## src/assert_macros.svh

```systemverilog
// Assertion macros shared by the deferred delivery timer queue RTL.
// Included by files that carry concurrent checks; no other dependencies.
`ifndef ASSERT_MACROS_SVH
`define ASSERT_MACROS_SVH

// Same-cycle implication, disabled while reset is asserted.
`define DDTQ_ASSERT_NOW(label, clk, rst_n, ante, cons) \
  label: assert property (@(posedge clk) disable iff (!rst_n) (ante) |-> (cons)) \
    else $error("%m: check failed");

// Next-cycle implication, disabled while reset is asserted.
`define DDTQ_ASSERT_NXT(label, clk, rst_n, ante, cons) \
  label: assert property (@(posedge clk) disable iff (!rst_n) (ante) |=> (cons)) \
    else $error("%m: check failed");

`endif

```

## src/ddtq_pkg.sv

```systemverilog
// Shared types and constants for the deferred delivery timer queue.
// No dependencies; imported by every other file of the block but assert_macros.svh.
`default_nettype none

package ddtq_pkg;

  localparam int TICK_W  = 32;
  localparam int DELAY_W = 20;
  localparam int TGT_W   = 8;
  localparam int PAY_W   = 32;
  localparam int NB_W    = 3;
  localparam int MAX_OUT = 32;
  localparam int CNT_W   = $clog2(MAX_OUT + 1);

  localparam logic CMD_NOTIFY   = 1'b0;
  localparam logic CMD_SCHEDULE = 1'b1;

  localparam logic KIND_DELIVER = 1'b0;
  localparam logic KIND_FULL    = 1'b1;

  typedef struct packed {
    logic [TICK_W-1:0] deadline;
    logic [TGT_W-1:0]  target;
    logic [PAY_W-1:0]  payload;
    logic [NB_W-1:0]   nbytes;
  } slot_entry_t;

  typedef struct packed {
    logic clr;
    logic vld;
    logic busy;
  } cmp_ctl_t;

endpackage

`default_nettype wire

```

## src/ddtq_in_if.sv

```systemverilog
// Input channel of the deferred delivery timer queue: valid/ready plus request fields.
// Depends on ddtq_pkg for the field widths.
`default_nettype none

interface ddtq_in_if import ddtq_pkg::*; ();
  logic               valid;
  logic               ready;
  logic               cmd;
  logic [TICK_W-1:0]  current_tick;
  logic [DELAY_W-1:0] delay_ticks;
  logic [TGT_W-1:0]   target_id;
  logic [PAY_W-1:0]   payload;
  logic [NB_W-1:0]    payload_bytes;

  modport source (output valid, cmd, current_tick, delay_ticks, target_id, payload,
                  payload_bytes, input ready);
  modport sink (input valid, cmd, current_tick, delay_ticks, target_id, payload,
                payload_bytes, output ready);
endinterface

`default_nettype wire

```

## src/ddtq_out_if.sv

```systemverilog
// Result channel of the deferred delivery timer queue: valid/ready plus result fields.
// Depends on ddtq_pkg for the field widths.
`default_nettype none

interface ddtq_out_if import ddtq_pkg::*; ();
  logic             valid;
  logic             ready;
  logic             kind;
  logic [TGT_W-1:0] out_target;
  logic [PAY_W-1:0] out_payload;
  logic [NB_W-1:0]  out_bytes;
  logic             last;

  modport source (output valid, kind, out_target, out_payload, out_bytes, last,
                  input ready);
  modport sink (input valid, kind, out_target, out_payload, out_bytes, last,
                output ready);
endinterface

`default_nettype wire

```

## src/ddtq_slot_ram.sv

```systemverilog
// Job slot memory: deadline, target, payload and byte count per slot.
// One write port, one registered read port. Depends on ddtq_pkg.
`default_nettype none

module ddtq_slot_ram import ddtq_pkg::*; #(
  parameter int DEPTH = 32,
  parameter int AW    = 5
) (
  input  wire logic        clk,
  input  wire logic        wr_en,
  input  wire logic [AW-1:0] wr_addr,
  input  wire slot_entry_t wr_data,
  input  wire logic        rd_en,
  input  wire logic [AW-1:0] rd_addr,
  output slot_entry_t      rd_data
);

  slot_entry_t mem [DEPTH];
  slot_entry_t rd_data_r;

  always_ff @(posedge clk) begin
    if (wr_en) begin
      mem[wr_addr] <= wr_data;
    end
    if (rd_en) begin
      rd_data_r <= mem[rd_addr];
    end
  end

  assign rd_data = rd_data_r;

endmodule

`default_nettype wire

```

## src/ddtq_cmp_unit.sv

```systemverilog
// Shared compare unit: keeps the earliest due job seen during one slot scan.
// Ties keep the earlier (lower) slot. Depends on ddtq_pkg.
`default_nettype none

module ddtq_cmp_unit import ddtq_pkg::*; #(
  parameter int AW = 5
) (
  input  wire logic              clk,
  input  wire logic              rst_n,
  input  wire cmp_ctl_t          ctl,
  input  wire logic [AW-1:0]     idx,
  input  wire logic [TICK_W-1:0] now,
  input  wire slot_entry_t       entry,
  output logic                   best_vld,
  output logic [AW-1:0]          best_idx,
  output slot_entry_t            best
);

  logic        best_vld_r, best_vld_nxt;
  logic [AW-1:0] best_idx_r, best_idx_nxt;
  slot_entry_t best_r, best_nxt;
  logic        due;
  logic        better;

  always_comb begin
    due          = entry.deadline <= now;
    better       = !best_vld_r || (entry.deadline < best_r.deadline);
    best_vld_nxt = best_vld_r;
    best_idx_nxt = best_idx_r;
    best_nxt     = best_r;
    if (ctl.clr) begin
      best_vld_nxt = 1'b0;
    end else if (ctl.vld && ctl.busy && due && better) begin
      best_vld_nxt = 1'b1;
      best_idx_nxt = idx;
      best_nxt     = entry;
    end
  end

  always_ff @(posedge clk) begin
    if (!rst_n) begin
      best_vld_r <= 1'b0;
    end else begin
      best_vld_r <= best_vld_nxt;
    end
    best_idx_r <= best_idx_nxt;
    best_r     <= best_nxt;
  end

  assign best_vld = best_vld_r;
  assign best_idx = best_idx_r;
  assign best     = best_r;

endmodule

`default_nettype wire

```

## src/deferred_delivery_timer_queue.sv

```systemverilog
// Deferred delivery timer queue top level: sequencer, busy bits and result register.
// Uses ddtq_pkg, ddtq_in_if, ddtq_out_if, ddtq_slot_ram, ddtq_cmp_unit, assert_macros.svh.
//
// The block takes one transaction at a time and is not ready while it works on it.
// A schedule with zero delay, or any result, is staged in the pending register and then
// waits for the result register to drain. A schedule with a delay walks the busy bits one
// slot per cycle to find the lowest free slot. A notify runs one pass through the slot
// memory per delivered job plus a final pass that finds nothing more due; each pass
// reads one slot per cycle through the single memory read port. At most 32 jobs go
// out per notify; later due jobs stay stored. The next transaction is accepted while a
// result still waits in the output register.
`default_nettype none
`include "assert_macros.svh"

module deferred_delivery_timer_queue import ddtq_pkg::*; #(
  parameter int JOB_SLOTS = 32
) (
  input wire logic  clk,
  input wire logic  rst_n,
  ddtq_in_if.sink   in_ch,
  ddtq_out_if.source out_ch
);

  localparam int SLOT_W = (JOB_SLOTS > 1) ? $clog2(JOB_SLOTS) : 1;
  localparam logic [SLOT_W-1:0] LAST_SLOT = SLOT_W'(JOB_SLOTS - 1);

  typedef enum logic [4:0] {
    ST_IDLE = 5'b00001,
    ST_FREE = 5'b00010,
    ST_SCAN = 5'b00100,
    ST_PASS = 5'b01000,
    ST_PUT  = 5'b10000
  } state_t;

  state_t               state_r, state_nxt;
  logic [JOB_SLOTS-1:0] busy_r, busy_nxt;
  logic [SLOT_W-1:0]    scan_addr_r, scan_addr_nxt;
  logic                 issue_done_r, issue_done_nxt;
  logic                 rd_vld_r, rd_vld_nxt;
  logic [SLOT_W-1:0]    rd_idx_r, rd_idx_nxt;
  logic [CNT_W-1:0]     n_r, n_nxt;

  logic [TICK_W-1:0]    now_r, now_nxt;
  logic [DELAY_W-1:0]   delay_r, delay_nxt;
  logic [TGT_W-1:0]     tgt_r, tgt_nxt;
  logic [PAY_W-1:0]     pay_r, pay_nxt;
  logic [NB_W-1:0]      nb_r, nb_nxt;

  logic                 pend_vld_r, pend_vld_nxt;
  logic                 pend_kind_r, pend_kind_nxt;
  logic [TGT_W-1:0]     pend_tgt_r, pend_tgt_nxt;
  logic [PAY_W-1:0]     pend_pay_r, pend_pay_nxt;
  logic [NB_W-1:0]      pend_nb_r, pend_nb_nxt;

  logic                 out_valid_r, out_valid_nxt;
  logic                 out_kind_r, out_kind_nxt;
  logic [TGT_W-1:0]     out_tgt_r, out_tgt_nxt;
  logic [PAY_W-1:0]     out_pay_r, out_pay_nxt;
  logic [NB_W-1:0]      out_nb_r, out_nb_nxt;
  logic                 out_last_r, out_last_nxt;

  logic                 in_accept;
  logic                 out_free;
  logic                 take;
  logic [TICK_W:0]      dl_sum;
  logic                 wr_en;
  slot_entry_t          wr_data;
  logic                 rd_en;
  slot_entry_t          rd_data;
  cmp_ctl_t             cmp_ctl;
  logic                 best_vld;
  logic [SLOT_W-1:0]    best_idx;
  slot_entry_t          best;

  assign in_ch.ready = (state_r == ST_IDLE);
  assign in_accept   = in_ch.valid && in_ch.ready;
  assign out_free    = !out_valid_r || out_ch.ready;
  assign take        = best_vld && (n_r != CNT_W'(MAX_OUT));

  assign dl_sum = {1'b0, now_r} + (TICK_W + 1)'(delay_r);

  always_comb begin
    wr_data.deadline = dl_sum[TICK_W] ? {TICK_W{1'b1}} : dl_sum[TICK_W-1:0];
    wr_data.target   = tgt_r;
    wr_data.payload  = pay_r;
    wr_data.nbytes   = nb_r;
  end

  always_comb begin
    state_nxt      = state_r;
    busy_nxt       = busy_r;
    scan_addr_nxt  = scan_addr_r;
    issue_done_nxt = issue_done_r;
    rd_vld_nxt     = 1'b0;
    rd_idx_nxt     = scan_addr_r;
    n_nxt          = n_r;
    now_nxt        = now_r;
    delay_nxt      = delay_r;
    tgt_nxt        = tgt_r;
    pay_nxt        = pay_r;
    nb_nxt         = nb_r;
    pend_vld_nxt   = pend_vld_r;
    pend_kind_nxt  = pend_kind_r;
    pend_tgt_nxt   = pend_tgt_r;
    pend_pay_nxt   = pend_pay_r;
    pend_nb_nxt    = pend_nb_r;
    out_valid_nxt  = out_valid_r && !out_ch.ready;
    out_kind_nxt   = out_kind_r;
    out_tgt_nxt    = out_tgt_r;
    out_pay_nxt    = out_pay_r;
    out_nb_nxt     = out_nb_r;
    out_last_nxt   = out_last_r;
    wr_en          = 1'b0;
    rd_en          = 1'b0;
    cmp_ctl        = '0;

    case (state_r)
      ST_IDLE: begin
        if (in_accept) begin
          now_nxt       = in_ch.current_tick;
          delay_nxt     = in_ch.delay_ticks;
          tgt_nxt       = in_ch.target_id;
          pay_nxt       = in_ch.payload;
          nb_nxt        = in_ch.payload_bytes;
          scan_addr_nxt = '0;
          if (in_ch.cmd == CMD_SCHEDULE) begin
            if (in_ch.delay_ticks == '0) begin
              pend_vld_nxt  = 1'b1;
              pend_kind_nxt = KIND_DELIVER;
              pend_tgt_nxt  = in_ch.target_id;
              pend_pay_nxt  = in_ch.payload;
              pend_nb_nxt   = in_ch.payload_bytes;
              state_nxt     = ST_PUT;
            end else begin
              state_nxt = ST_FREE;
            end
          end else begin
            issue_done_nxt = 1'b0;
            n_nxt          = '0;
            pend_vld_nxt   = 1'b0;
            cmp_ctl.clr    = 1'b1;
            state_nxt      = ST_SCAN;
          end
        end
      end
      ST_FREE: begin
        if (!busy_r[scan_addr_r]) begin
          wr_en                 = 1'b1;
          busy_nxt[scan_addr_r] = 1'b1;
          state_nxt             = ST_IDLE;
        end else if (scan_addr_r == LAST_SLOT) begin
          pend_vld_nxt  = 1'b1;
          pend_kind_nxt = KIND_FULL;
          pend_tgt_nxt  = '0;
          pend_pay_nxt  = '0;
          pend_nb_nxt   = '0;
          state_nxt     = ST_PUT;
        end else begin
          scan_addr_nxt = scan_addr_r + SLOT_W'(1);
        end
      end
      ST_SCAN: begin
        if (!issue_done_r) begin
          rd_en      = 1'b1;
          rd_vld_nxt = 1'b1;
          if (scan_addr_r == LAST_SLOT) begin
            issue_done_nxt = 1'b1;
          end else begin
            scan_addr_nxt = scan_addr_r + SLOT_W'(1);
          end
        end
        cmp_ctl.vld  = rd_vld_r;
        cmp_ctl.busy = busy_r[rd_idx_r];
        if (rd_vld_r && (rd_idx_r == LAST_SLOT)) begin
          state_nxt = ST_PASS;
        end
      end
      ST_PASS: begin
        if (take) begin
          if (!pend_vld_r || out_free) begin
            if (pend_vld_r) begin
              out_valid_nxt = 1'b1;
              out_kind_nxt  = pend_kind_r;
              out_tgt_nxt   = pend_tgt_r;
              out_pay_nxt   = pend_pay_r;
              out_nb_nxt    = pend_nb_r;
              out_last_nxt  = 1'b0;
            end
            pend_vld_nxt       = 1'b1;
            pend_kind_nxt      = KIND_DELIVER;
            pend_tgt_nxt       = best.target;
            pend_pay_nxt       = best.payload;
            pend_nb_nxt        = best.nbytes;
            busy_nxt[best_idx] = 1'b0;
            n_nxt              = n_r + CNT_W'(1);
            cmp_ctl.clr        = 1'b1;
            scan_addr_nxt      = '0;
            issue_done_nxt     = 1'b0;
            state_nxt          = ST_SCAN;
          end
        end else if (pend_vld_r) begin
          state_nxt = ST_PUT;
        end else begin
          state_nxt = ST_IDLE;
        end
      end
      ST_PUT: begin
        if (out_free) begin
          out_valid_nxt = 1'b1;
          out_kind_nxt  = pend_kind_r;
          out_tgt_nxt   = pend_tgt_r;
          out_pay_nxt   = pend_pay_r;
          out_nb_nxt    = pend_nb_r;
          out_last_nxt  = 1'b1;
          pend_vld_nxt  = 1'b0;
          state_nxt     = ST_IDLE;
        end
      end
      default: begin
        state_nxt = ST_IDLE;
      end
    endcase
  end

  always_ff @(posedge clk) begin
    if (!rst_n) begin
      state_r      <= ST_IDLE;
      busy_r       <= '0;
      issue_done_r <= 1'b0;
      rd_vld_r     <= 1'b0;
      n_r          <= '0;
      pend_vld_r   <= 1'b0;
      out_valid_r  <= 1'b0;
    end else begin
      state_r      <= state_nxt;
      busy_r       <= busy_nxt;
      issue_done_r <= issue_done_nxt;
      rd_vld_r     <= rd_vld_nxt;
      n_r          <= n_nxt;
      pend_vld_r   <= pend_vld_nxt;
      out_valid_r  <= out_valid_nxt;
    end
    scan_addr_r <= scan_addr_nxt;
    rd_idx_r    <= rd_idx_nxt;
    now_r       <= now_nxt;
    delay_r     <= delay_nxt;
    tgt_r       <= tgt_nxt;
    pay_r       <= pay_nxt;
    nb_r        <= nb_nxt;
    pend_kind_r <= pend_kind_nxt;
    pend_tgt_r  <= pend_tgt_nxt;
    pend_pay_r  <= pend_pay_nxt;
    pend_nb_r   <= pend_nb_nxt;
    out_kind_r  <= out_kind_nxt;
    out_tgt_r   <= out_tgt_nxt;
    out_pay_r   <= out_pay_nxt;
    out_nb_r    <= out_nb_nxt;
    out_last_r  <= out_last_nxt;
  end

  ddtq_slot_ram #(
    .DEPTH (JOB_SLOTS),
    .AW    (SLOT_W)
  ) u_ram (
    .clk     (clk),
    .wr_en   (wr_en),
    .wr_addr (scan_addr_r),
    .wr_data (wr_data),
    .rd_en   (rd_en),
    .rd_addr (scan_addr_r),
    .rd_data (rd_data)
  );

  ddtq_cmp_unit #(
    .AW (SLOT_W)
  ) u_cmp (
    .clk      (clk),
    .rst_n    (rst_n),
    .ctl      (cmp_ctl),
    .idx      (rd_idx_r),
    .now      (now_r),
    .entry    (rd_data),
    .best_vld (best_vld),
    .best_idx (best_idx),
    .best     (best)
  );

  assign out_ch.valid       = out_valid_r;
  assign out_ch.kind        = out_kind_r;
  assign out_ch.out_target  = out_tgt_r;
  assign out_ch.out_payload = out_pay_r;
  assign out_ch.out_bytes   = out_nb_r;
  assign out_ch.last        = out_last_r;

  `DDTQ_ASSERT_NXT(a_busy_after_accept, clk, rst_n, in_accept, !in_ch.ready)
  `DDTQ_ASSERT_NOW(a_best_is_busy, clk, rst_n, (state_r == ST_PASS) && best_vld,
                   busy_r[best_idx])
  `DDTQ_ASSERT_NXT(a_taken_slot_freed, clk, rst_n,
                   (state_r == ST_PASS) && take && (!pend_vld_r || out_free),
                   !busy_r[$past(best_idx)])
  `DDTQ_ASSERT_NOW(a_count_bound, clk, rst_n, 1'b1, n_r <= CNT_W'(MAX_OUT))

endmodule

`default_nettype wire

```

## src/flat_wrapper.sv

```systemverilog
// flat-port wrapper written by rule: the top's interface ports become plain ports
module deferred_delivery_timer_queue_flat import ddtq_pkg::*;
#(
  parameter int JOB_SLOTS = 32
)
  (clk, rst_n, in_ch_valid, in_ch_cmd, in_ch_current_tick, in_ch_delay_ticks, in_ch_target_id, in_ch_payload, in_ch_payload_bytes, in_ch_ready, out_ch_valid, out_ch_kind, out_ch_out_target, out_ch_out_payload, out_ch_out_bytes, out_ch_last, out_ch_ready);
  ddtq_in_if in_ch_i ();
  ddtq_out_if out_ch_i ();
  input wire logic clk;
  input wire logic rst_n;
  input wire logic [$bits(in_ch_i.valid)-1:0] in_ch_valid;
  input wire logic [$bits(in_ch_i.cmd)-1:0] in_ch_cmd;
  input wire logic [$bits(in_ch_i.current_tick)-1:0] in_ch_current_tick;
  input wire logic [$bits(in_ch_i.delay_ticks)-1:0] in_ch_delay_ticks;
  input wire logic [$bits(in_ch_i.target_id)-1:0] in_ch_target_id;
  input wire logic [$bits(in_ch_i.payload)-1:0] in_ch_payload;
  input wire logic [$bits(in_ch_i.payload_bytes)-1:0] in_ch_payload_bytes;
  output wire logic [$bits(in_ch_i.ready)-1:0] in_ch_ready;
  output wire logic [$bits(out_ch_i.valid)-1:0] out_ch_valid;
  output wire logic [$bits(out_ch_i.kind)-1:0] out_ch_kind;
  output wire logic [$bits(out_ch_i.out_target)-1:0] out_ch_out_target;
  output wire logic [$bits(out_ch_i.out_payload)-1:0] out_ch_out_payload;
  output wire logic [$bits(out_ch_i.out_bytes)-1:0] out_ch_out_bytes;
  output wire logic [$bits(out_ch_i.last)-1:0] out_ch_last;
  input wire logic [$bits(out_ch_i.ready)-1:0] out_ch_ready;
  assign in_ch_i.valid = in_ch_valid;
  assign in_ch_i.cmd = in_ch_cmd;
  assign in_ch_i.current_tick = in_ch_current_tick;
  assign in_ch_i.delay_ticks = in_ch_delay_ticks;
  assign in_ch_i.target_id = in_ch_target_id;
  assign in_ch_i.payload = in_ch_payload;
  assign in_ch_i.payload_bytes = in_ch_payload_bytes;
  assign in_ch_ready = in_ch_i.ready;
  assign out_ch_valid = out_ch_i.valid;
  assign out_ch_kind = out_ch_i.kind;
  assign out_ch_out_target = out_ch_i.out_target;
  assign out_ch_out_payload = out_ch_i.out_payload;
  assign out_ch_out_bytes = out_ch_i.out_bytes;
  assign out_ch_last = out_ch_i.last;
  assign out_ch_i.ready = out_ch_ready;
  deferred_delivery_timer_queue #(.JOB_SLOTS(JOB_SLOTS)) u_core (.clk(clk), .rst_n(rst_n), .in_ch(in_ch_i), .out_ch(out_ch_i));
endmodule
```

## config.mk

```make
export PLATFORM = sky130hd
export DESIGN_NAME = deferred_delivery_timer_queue_flat
export DESIGN_NICKNAME = d
export VERILOG_FILES = /design/src/ddtq_pkg.sv /design/src/ddtq_in_if.sv /design/src/ddtq_out_if.sv /design/src/ddtq_slot_ram.sv /design/src/ddtq_cmp_unit.sv /design/src/deferred_delivery_timer_queue.sv /design/src/flat_wrapper.sv
export VERILOG_INCLUDE_DIRS = /design/src /design/src/src
export SDC_FILE = /design/constraint.sdc
export NUM_CORES = 2
export LEC_CHECK = 0
export BUFFER_PORTS_ARGS = -buffer_cell sky130_fd_sc_hd__buf_2
export CAP_MARGIN = 5
export CORE_MARGIN = 1
export CORE_UTILIZATION = 60
export DETAILED_ROUTE_END_ITERATION = 6
export PLACE_DENSITY_LB_ADDON = 0.1
export SYNTH_ARGS = -nofsm -noshare
export SYNTH_HDL_FRONTEND = slang
export SYNTH_HIERARCHICAL = 1
export SYNTH_SLANG_ARGS = --single-unit
```

## constraint.sdc

```tcl
create_clock -name clk -period 19.3 [get_ports clk]
set_input_delay 4.825 -clock clk [delete_from_list [all_inputs] [get_ports clk]]
set_output_delay 4.825 -clock clk [all_outputs]
set_load 0.01 [all_outputs]
```

==> run_results.csv <==
group,metric,value,unit
clock_network,numClockSinks,2797,
routing,wl_met1,106000,um
logic_synthesis,synth-edff-count,2744,
global_route,grt_pass1_wl,376900,um
final_layout,final_layout_size_suffix_gt1_share,28.92,%
setup_path,cpLargestDelayFamily,"simple AND/OR/NAND/NOR gates",
logic_synthesis,synth_commonest_cells,"edfxtp_1 (2744), mux4_2 (715), clkbuf_1 (98)",
floorplan,chipHeight,426.0,um
power_and_ir_drop,seq_power_share,48.2,%
routing,drt-total-wl,265000,um
global_route,grt_max_degree,140,
setup_path,path_cells,"buf_2, nor4_1, buf_4, nand3_1, nor4_1, nor3_1, a2111oi_0, and2_4, buf_4",
logic_synthesis,synth_area_per_cell,22.80,um^2
routing,drt_pre_antenna_iters,5,
power_and_ir_drop,p_sw,3.747,mW
timing,period_needed,7.470,ns
clock_network,post_cts_buffers,0,
clock_network,cts_buffer_depth,4,
setup_path,worst-r2r-cell-count,10,
routing,viasPerCell,6.809,
logic_synthesis,synth_nets,4922,
routing,route.detailed.drc,0,
setup_path,critPathRequiredTime,19.85,ns
routing,dr_wl_met2,129500,um
clock_network,cts-resized-gates,0,
clock_network,clk_pin_slew,0.06,ns
timing,fin_crit_sh,38.70,%
timing,hold_slack,0.4152,ns
setup_path,crit_type,"input pin to flop",
setup_path,slowest_delay,0.68,ns
routing,top_layer_used,"met4",
floorplan,rows,155,
logic_synthesis,synth-seq-cells,2797,
final_layout,area_growth_syn_to_layout,11.93,%
min_path,min_from,"u_core/pend_pay_r[1]",
power_and_ir_drop,clkPwrFrac,34.9,%
place,placed_area,111900,um^2
timing,slew_headroom,21.14,%
place,gp_congestion,0.8310,
min_path,min_to,"u_core/out_ch.out_payload[1]",
timing,rsz0062_at_grt,"no",
min_path,min_path_cells,0,
min_path,min_path_type,"flop to flop",
clock_network,cts_tree,"done",
clock_network,cts_root_buf,"clkbuf_16",
global_route,grt_overflow_total,0,
timing,setup-tns-final,0,ns
logic_synthesis,ys.warnings.count,6,
timing,tightest_slew,1.183,ns
floorplan,boundaryPins,147,
clock_network,clock_latency,0.93,ns
setup_path,cp_slowest_cell,"a2111oi_0",
logic_synthesis,yosysUniqueCellTypes,77,
global_route,gr-usage-all-layers,29.74,%
power_and_ir_drop,vdd_drop_max,0.09446,mV
logic_synthesis,synth_area_leaders,"edfxtp_1 (76%), mux4_2 (15%), ha_1 (1.0%), dfxtp_1 (0.98%), mux2_2 (0.97%)",
timing,finalSetupViolations,0,
logic_synthesis,ys.flop_type,"edfxtp_1",
timing,fmax,133.9,MHz
routing,ant_nets,0,
setup_path,r2r_slack,12.78,ns
logic_synthesis,netlist.area_leader.share,76.39,%
setup_path,end_kind,"flop",
setup_path,critical_path_buf_inv_count,3,
power_and_ir_drop,sw_frac_of_total,24.90,%
clock_network,cts_inserted_buffers,295,
final_layout,fin_util,67.67,%
outcome,outcome,"finished clean",
clock_network,cts_hold_buffers,0,
routing,vias,52090,
global_route,grt_pass1_vias,51540,
floorplan,core,178400,um^2
logic_synthesis,syn_inst,4732,
floorplan,start_util,60.46,%
logic_synthesis,synth-seq-area-share,77.37,%
logic_synthesis,yosys.cell_count.top_type,"edfxtp_1",
setup_path,crit_arrival,8.02,ns
setup_path,r2r_end,"u_core/u_ram/mem[31][15]",
global_route,antenna_found_initial,3,
flow_run,drv_cap,0,
power_and_ir_drop,power_frac_comb,16.9,%
final_layout,nets,5277,
logic_synthesis,post-synth-top-area-cell,"edfxtp_1",
timing,finalHoldViolCount,0,
power_and_ir_drop,powerDensity,124.6,nW/um^2
logic_synthesis,netlist_area,107900,um^2
timing,fin_worst_skew,0.05083,ns
timing,finalMaxSlewViolations,0,
routing,routed-wl-met3,23240,um
floorplan,die-area,181500,um^2
logic_synthesis,async_flop_share,0,%
floorplan,dieWidth,426.0,um
power_and_ir_drop,intPower,11.30,mW
place,dpl.hpwl,136700,um
power_and_ir_drop,leakagePower,38.12,nW
final_layout,postLayoutCellArea,120700,um^2
setup_path,worst_setup_path_start_kind,"input pin",
clock_network,cts_max_level,5,
setup_path,reg2reg_from,"u_core/rd_idx_nxt[1]",
routing,drt_iter0_markers,6605,
setup_path,worst-path-max-fanout,25,
place,port_buffers,146,
routing,wire_per_inst,34.65,um
[sequential cells by signal (all words and copies together) (netlist names), 6 cells and up]
signal and cells:
u_core/u_cmp/best 75, u_core/u_ram/rd_data 75, u_core/pend_pay_r 32, u_core/pend_tgt_r 8
u_core/u_ram/mem 2400, u_core/n_r 6, u_core/busy_r 32, u_core/tgt_r 8
u_core/out_ch.out_target 8, u_core/out_ch.out_payload 32, u_core/delay_r 20, u_core/pay_r 32
u_core/now_r 32
[kinds of logic after synthesis]
family	after synthesis	share of synthesized area (%)
simple gates	309	1.437
buf+inv	306	1.247
flops	2797	77.37
mux	869	16.47
fa+ha+maj	90	1.051
xor+xnor	21	0.1705
compound gates	340	2.257
[power groups by stage]
stage               combinational, mW  clock [mW]  sequential, mW
floorplan                        1.88           0            7.31
global placement                 2.51           0            7.38
detailed placement               2.55           0            7.39
CTS                              2.56        5.32            7.26
global route                     2.70        5.54            7.27
finish                           2.55        5.25            7.26
[how the worst max path moves through the flow]
stage,cells past startpoint,endpoint,from
finish,9,u_core/pend_pay_r[19],in_ch_delay_ticks[13]
global route,9,u_core/pend_tgt_r[2],in_ch_delay_ticks[13]
CTS,9,u_core/pend_tgt_r[2],in_ch_delay_ticks[13]
detailed placement,9,u_core/pend_pay_r[13],in_ch_delay_ticks[13]
global placement,9,u_core/pend_pay_r[11],in_ch_delay_ticks[13]
floorplan,9,u_core/u_cmp/best[0],out_ch_ready
[layout make-up]
type	instances	area, um^2
antenna	1	2.502
multi-input combinational	1629	23390
clock buffer	366	7860
tap	2355	2947
sequential	2797	83460
inverter	89	339.1
clock inverter	138	965.9
fill	11100	57680
timing repair buffer	275	1782
[cells in the final DEF (no fill, tap or decap), drive strengths merged, types with 8 or more instances in the layout]
cell type and n:
mux4 715, a211oi 41, edfxtp 2744, nor3 24, nand4 16, nand2 75, clkbuf 366, o21a 8
nor2 94, o221ai 8, mux2 93, bufinv 12, xor2 9, dfxtp 53, a22o 43, a2111oi 9
a21o 8, nand3b 8, clkinvlp 8, ha 89, a31oi 33, inv 93, clkinv 114, nand2b 8
xnor2 12, nand3 21, o21ai 55, o22ai 16, and3 9, buf 275, a221oi 19, a21oi 59
and2 10, nor4 10, mux2i 61
[per-layer routing]
layer | GRT usage [%] | vias up
li1 | - | 20840
met3 | 4.436 | 421
met1 | 44.30 | 28100
met5 | 0 | -
met4 | 7.605 | 0
met2 | 47.07 | 2729
[stage by stage]
stage	instances	setup slack [ns]	power, mW
detailed placement	7144	10.97	9.932
floorplan	4732	6.521	9.190
global placement	7144	10.98	9.892
CTS	7648	11.91	15.14
finish	7650	11.83	15.05
global route	7649	11.74	15.51
Power figures use the tool's default switching activity.
